===== src/rtl/mcss_pkg.sv =====
// Shared types for the Markov chain sampler and scorer.
package mcss_pkg;

  typedef enum logic [1:0] {
    FUNC_WR_TRANS = 2'd0,
    FUNC_WR_INIT  = 2'd1,
    FUNC_SAMPLE   = 2'd2,
    FUNC_SCORE    = 2'd3
  } func_e;

  typedef enum logic {
    KIND_SAMPLE = 1'b0,
    KIND_SCORE  = 1'b1
  } kind_e;

  typedef enum logic [2:0] {
    ST_CLEAR,
    ST_IDLE,
    ST_EXEC,
    ST_WALK,
    ST_SCORE_MUL,
    ST_SCORE_FIN
  } state_e;

  typedef struct packed {
    func_e       func;
    logic [3:0]  row;
    logic [3:0]  col;
    logic [15:0] prob_value;
    logic [15:0] uniform;
    logic [3:0]  symbol;
    logic        first;
  } req_t;

  typedef struct packed {
    kind_e       kind;
    logic [3:0]  sampled_state;
    logic [15:0] probability;
  } res_t;

  typedef struct packed {
    logic capture;
    logic clear;
    logic write;
    logic prime;
    logic score_rd;
    logic walk;
    logic score_mul;
    logic score_fin;
    logic emit;
  } cmd_t;

  typedef struct packed {
    func_e func;
    logic  first;
    logic  clear_last;
    logic  walk_done;
  } sts_t;

endpackage


===== src/rtl/mcss_ctrl.sv =====
// Sequencing state machine for the Markov chain sampler and scorer.
module mcss_ctrl import mcss_pkg::*; (
  input  logic clk_i,
  input  logic rst_ni,
  input  logic start,
  input  sts_t sts_i,
  output cmd_t cmd_o,
  output logic busy
);

  state_e state_q, state_d;

  always_ff @(posedge clk_i or negedge rst_ni) begin
    if (!rst_ni) begin
      state_q <= ST_CLEAR;
    end else begin
      state_q <= state_d;
    end
  end

  always_comb begin
    state_d = state_q;
    case (state_q)
      ST_CLEAR: begin
        if (sts_i.clear_last) state_d = ST_IDLE;
      end
      ST_IDLE: begin
        if (start) state_d = ST_EXEC;
      end
      ST_EXEC: begin
        case (sts_i.func)
          FUNC_SAMPLE: state_d = ST_WALK;
          FUNC_SCORE:  state_d = ST_SCORE_MUL;
          default:     state_d = ST_IDLE;
        endcase
      end
      ST_WALK: begin
        if (sts_i.walk_done) state_d = ST_IDLE;
      end
      ST_SCORE_MUL: begin
        state_d = sts_i.first ? ST_IDLE : ST_SCORE_FIN;
      end
      ST_SCORE_FIN: state_d = ST_IDLE;
      default:      state_d = ST_IDLE;
    endcase
  end

  always_comb begin
    cmd_o = '0;
    busy  = 1'b1;
    case (state_q)
      ST_CLEAR: cmd_o.clear = 1'b1;
      ST_IDLE: begin
        busy          = 1'b0;
        cmd_o.capture = start;
      end
      ST_EXEC: begin
        cmd_o.write    = (sts_i.func == FUNC_WR_TRANS) || (sts_i.func == FUNC_WR_INIT);
        cmd_o.prime    = (sts_i.func == FUNC_SAMPLE);
        cmd_o.score_rd = (sts_i.func == FUNC_SCORE);
      end
      ST_WALK: begin
        cmd_o.walk = 1'b1;
        cmd_o.emit = sts_i.walk_done;
      end
      ST_SCORE_MUL: begin
        cmd_o.score_mul = 1'b1;
        cmd_o.emit      = sts_i.first;
      end
      ST_SCORE_FIN: begin
        cmd_o.score_fin = 1'b1;
        cmd_o.emit      = 1'b1;
      end
      default: busy = 1'b1;
    endcase
  end

endmodule


===== config.mk =====
export PLATFORM = sky130hd
export DESIGN_NAME = mcss_ctrl
export DESIGN_NICKNAME = d
export VERILOG_FILES = /design/src/rtl/mcss_pkg.sv /design/src/rtl/mcss_ctrl.sv
export SDC_FILE = /design/constraint.sdc
export NUM_CORES = 1
export LEC_CHECK = 0
export BUFFER_PORTS_ARGS = -buffer_cell sky130_fd_sc_hd__buf_2
export CAP_MARGIN = 20
export CORE_AREA = 2 2 39 41
export CTS_CLUSTER_SIZE = 30
export DETAILED_ROUTE_END_ITERATION = 6
export DIE_AREA = 0 0 41 43
export GPL_TIMING_DRIVEN = 0
export MAX_ROUTING_LAYER = met4
export PLACE_DENSITY_LB_ADDON = 0.15
export SLEW_MARGIN = 5
export SYNTH_ARGS = -nofsm -noshare
export SYNTH_HDL_FRONTEND = slang
export SYNTH_SLANG_ARGS = --single-unit

===== constraint.sdc =====
create_clock -name clk_i -period 1 [get_ports clk_i]
set_input_delay 0.15 -clock clk_i [delete_from_list [all_inputs] [get_ports clk_i]]
set_output_delay 0.15 -clock clk_i [all_outputs]
set_load 0.005 [all_outputs]

Yosys cells after proc, flatten, opt, wreduce, memory -nomap -nowiden

Index checks and enable logic that the tools add are counted.

Register bits: 3
Bits in latches: 0
Memory bits (writable): 0
Memory bits (read-only): 0
Output and inout bits: 10
Word-level logic and storage cells: 30
Memories kept: 0

Add/subtract/negate cells: 0
$mul: 0
Divide/modulo/power cells: 0
$lt $le $gt $ge: 0
Eq/ne operators: 11
Shift-type cells: 0
Multiplexer cells: 14
Bitwise logic cells: 0
Reduce and logical (&&, ||, !) cells: 4

Operator list:

| cell                                                                   | count |
|---|---|
| 3-bit two-way mux                                                      | 5 |
| 3-bit one-hot mux with 5 select lines                                  | 1 |
| 3-bit by 2-bit equality test with 1-bit output (second input constant) | 2 |
| 3-bit equality test (second input constant)                            | 2 |
| 1-bit two-way mux                                                      | 6 |
| 2-bit inequality test (second input constant)                          | 3 |
| 3-bit one-hot mux with 2 select lines                                  | 1 |
| 2-bit equality test (second input constant)                            | 2 |
| 3-bit by 1-bit equality test with 1-bit output (second input constant) | 1 |
| 3-bit zero test                                                        | 1 |
| 1-bit one-hot mux with 3 select lines                                  | 1 |
| 3-bit AND reduction                                                    | 1 |
| 2-bit by 1-bit equality test with 1-bit output (second input constant) | 1 |
| 2-bit zero test                                                        | 1 |
| 1-bit logical OR                                                       | 1 |

Longest topological paths before layout

Word-level depth: 3
Mapped depth: 3
Gate-level depth less buffers: 3

Worst setup path after synthesis

No wires, ideal clock.

Path kind: register to register
Start: reg state_q[0]
End: reg state_q[0]
Setup time: 128 ps
Arrival time: 952 ps
Data required time: 872 ps
Setup slack: -81 ps
Cell stages (with the launch flop): 4
Path buffers: 0
Clock period less this slack: 1081 ps
Cell sequence: dfrtp_1 > nor3_1 > nand2b_1 > nor3b_2

Longest elaborated chain between the ends: 3
Elaborated cells between the ends (all ways): 10

Ends and longest elaborated chain:

| what                                                                         | RTL line        | RTL |
|---|---|---|
| from (decl)                                                                  | mcss_ctrl.sv:11 | `state_e state_q, state_d;` |
| from (signal assigned)                                                       | mcss_ctrl.sv:17 | `state_q <= state_d;` |
| 3-bit by 2-bit equality test with 1-bit output, or another cell as far along | mcss_ctrl.sv:23 | `case (state_q)` |
| 2-bit inequality test (no source line)                                       | n/a             |  |
| 3-bit AND reduction (no source line)                                         | n/a             |  |

Parallel ways exist; a longest one is shown, timed or not.
A chain may end at the register's enable or synchronous reset.

==> results.md <==
- Most common cell after layout, fill and taps aside: buf_2
- Final Skew: 1.05 ps
- Worst EP arrival: 1160 ps
- Cell Pwr Density: 2630 mW/mm^2
- Combinational power share: 0.629
- Fmax: 762 MHz
- Worst-margin pin slew: 235 ps
- Share of the yosys chip area belonging to registers: 0.324
- Status: finished with violations
- 1st-pass router iterations: 4
- GRT busiest layer: met2
- Boundary pin count: 18
- Critical Path Sink Type: output pin
- Setup violators final: 13
- Largest net degree at the start of global routing: 7
- Fin crit share: 1.31
- Core ar.: 0.00138 sq mm
- RR Endpoint: state_q[1]$_DFFE_PN0P_
- Reg power frac: 0.210
- Final WL: 824 microns
- Worst Reg-to-Reg Cells: 4
- FP Rows: 14
- WP buf/inv: 2
- DR DRC count: 0
- Syn Inst Count: 24
- Syn nets: 32
- Worst R2R Setup Slack: -210 ps
- Min-Delay Path Depth: 2
- Setup Crit Path Kind: register to output pin
- Met2 Usage GRT: 0.169
- CP Depth: 3
- Maxcap violations: 0
- Diodes inserted: 0
- CP startpoint: state_q[1]$_DFFE_PN0P_
- Post-DP Area: 343 sq um
- Tot Pwr: 1.28 mW
- Synth Warn #: 0
- Regs by FF count: state_q: 3 flops
- Flops & latches, synth: 3
- Net Sw Frac: 0.377
- Die Wd: 41 microns
- Synthesized cell area: 231 sq um
- IO buf count: 17
- Max FFs per register: 3
- Number of global-route vias before repair: 316
- Fin crit period: 1310 ps
- Most flops, register: state_q
- Mean number of vias per cell: 4.26
- First-pass GRT wire length: 1260 microns
- Crit path required time: 850 ps
- Initial Util: 0.167
- Setup crit end: cmd_o[8]
- H-tree depth: 1
- P_sw: 0.482 mW
- Clk buf depth: 2
- Worst path cell trace: buf_4, nor3b_4, buf_2
- TritonCTS Buffers: 3
- Critical path's top delay family: flip-flops
- DRT antenna net count: 0
- Syn Area/Cell: 9.64 sq um
- Most frequent cells in the layout: buf_2 (16), buf_4 (9), nor2_1 (3), clkbuf_4 (3), dfrtp_2 (3)
- Nature of the critical path startpoint: register
- Clock power share: 0.161
- Hold Violations, Final: 0
- Pre-CTS setup slack: -169 ps
- Fin. max-slew vios: 0
- Worst stage delay on the critical path: 450 ps
- CTS tree: built
- Post-Route Setup TNS: -3120 ps
- Post-detail-place hpwl: 529 microns
- Hold/Removal Path Class: input pin to register
- Design area: 487 sq um
- Grt total ovfl: 0
- Clock Latency Late Sink: 230 ps
- Clock root buffer: clkbuf_4
- Initial antenna violation count: 0
- Cell Int Power: 0.796 mW
- Fin nets: 65
- Fraction of layout cells with a size suffix above 1: 0.786
- Total track usage: 0.107
- Worst R2R Start: state_q[1]$_DFFE_PN0P_
- Max-slew headroom: 0.842
- VDD IR max: 0.790 mV
- Grt met3 use: 0.0157
- Violated checks: negative setup slack
- GR met1 Demand/Resource: 0.123
- Routability cong.: 0.754
- LEAKAGE: 0.252 nW
- Critical-path top delay cell: dfrtp_2
- Final WS setup: -312 ps
- WL/cell: 11.4 microns
- Clock sinks: 3
- Drt initial violations: 5
- Unique masters post-synth: 16
- Crit path max fanout: 5
- Die height: 43 microns
- RSZ-0062 raised after global routing: true
- Area delta synth->final: 110%
- Die area: 0.00176 sq mm
- DR vias: 307
- CTS clock-pin slew for the worst setup and hold paths: 40 ps
[cell type report]
cell class | instances | area (sq um)
Tap cell | 16 | 20.0
Multi-Input combinational cell | 20 | 175
Timing Repair Buffer | 28 | 180
Sequential cell | 3 | 78.8
Clock buffer | 4 | 26.3
Inverter | 1 | 6.26
Fill cell | 159 | 897
[Yosys cell counts]
library cell / count / area (sq um)
nor2_1: 4 / 15.0
dfrtp_1: 3 / 75.1
nand2_1: 2 / 7.51
nand2b_4: 2 / 27.5
nor3b_2: 2 / 25.0
a21oi_1: 1 / 5.00
a31o_2: 1 / 8.76
and3_2: 1 / 7.51
and4_4: 1 / 11.3
and4b_1: 1 / 10.0
inv_2: 1 / 3.75
nand2b_1: 1 / 6.26
nor3_1: 1 / 5.00
nor4_1: 1 / 6.26
o221a_1: 1 / 11.3
o22ai_1: 1 / 6.26
[per-stage QoR]
stage | hold slack, ps | cells | util
2_1_floorplan | -146 | 24 | -
4_1_cts | 228 | 68 | 0.324
3_3_place_gp | -53.7 | 57 | 0.248
3_5_place_dp | -52.8 | 57 | 0.248
5_1_grt | 233 | 72 | 0.352
6_report | 227 | 72 | 0.352
[what timing repair did]
item | 4_1_cts | 5_1_grt
endpoints found under the setup margin | 13 | 13
pin swaps | 3 | 2
hold buffers | 1 | 0
gates resized for setup | 6 | 3
hold endpoints to repair | 3 | 0
setup buffers | 6 | 4
[worst min-delay path by stage]
stage	startpoint	end	slack [ps]
global route	start	state_q[1]$_DFFE_PN0P_	230
CTS	start	state_q[1]$_DFFE_PN0P_	230
global placement	rst_ni	state_q[2]$_DFFE_PN0P_	-50
finish	start	state_q[1]$_DFFE_PN0P_	230
floorplan	rst_ni	state_q[0]$_DFFE_PN0P_	-150
detailed placement	rst_ni	state_q[2]$_DFFE_PN0P_	-50
[kinds of logic after synthesis]
| kind of cell | synth area share |
|---|---|
| simple gates | 0.524 |
| compound gates | 0.135 |
| buf+inv | 0.0162 |
| flops | 0.324 |
[metal layers]
layer  wire (microns)  up-vias
met1              336      144
met4                0        0
met5                0        -
li1                 -      153
met3               43        0
met2              444       10
[power by group through the flow]
stage               logic (mW)  clock network, mW  registers (mW)
detailed placement       0.451                  0           0.271
CTS                      0.671              0.213           0.262
finish                   0.804              0.205           0.269
floorplan                0.300                  0           0.246
global route             0.868              0.229           0.274
global placement         0.454                  0           0.270
No activity file was read; power rests on OpenSTA's default activity.
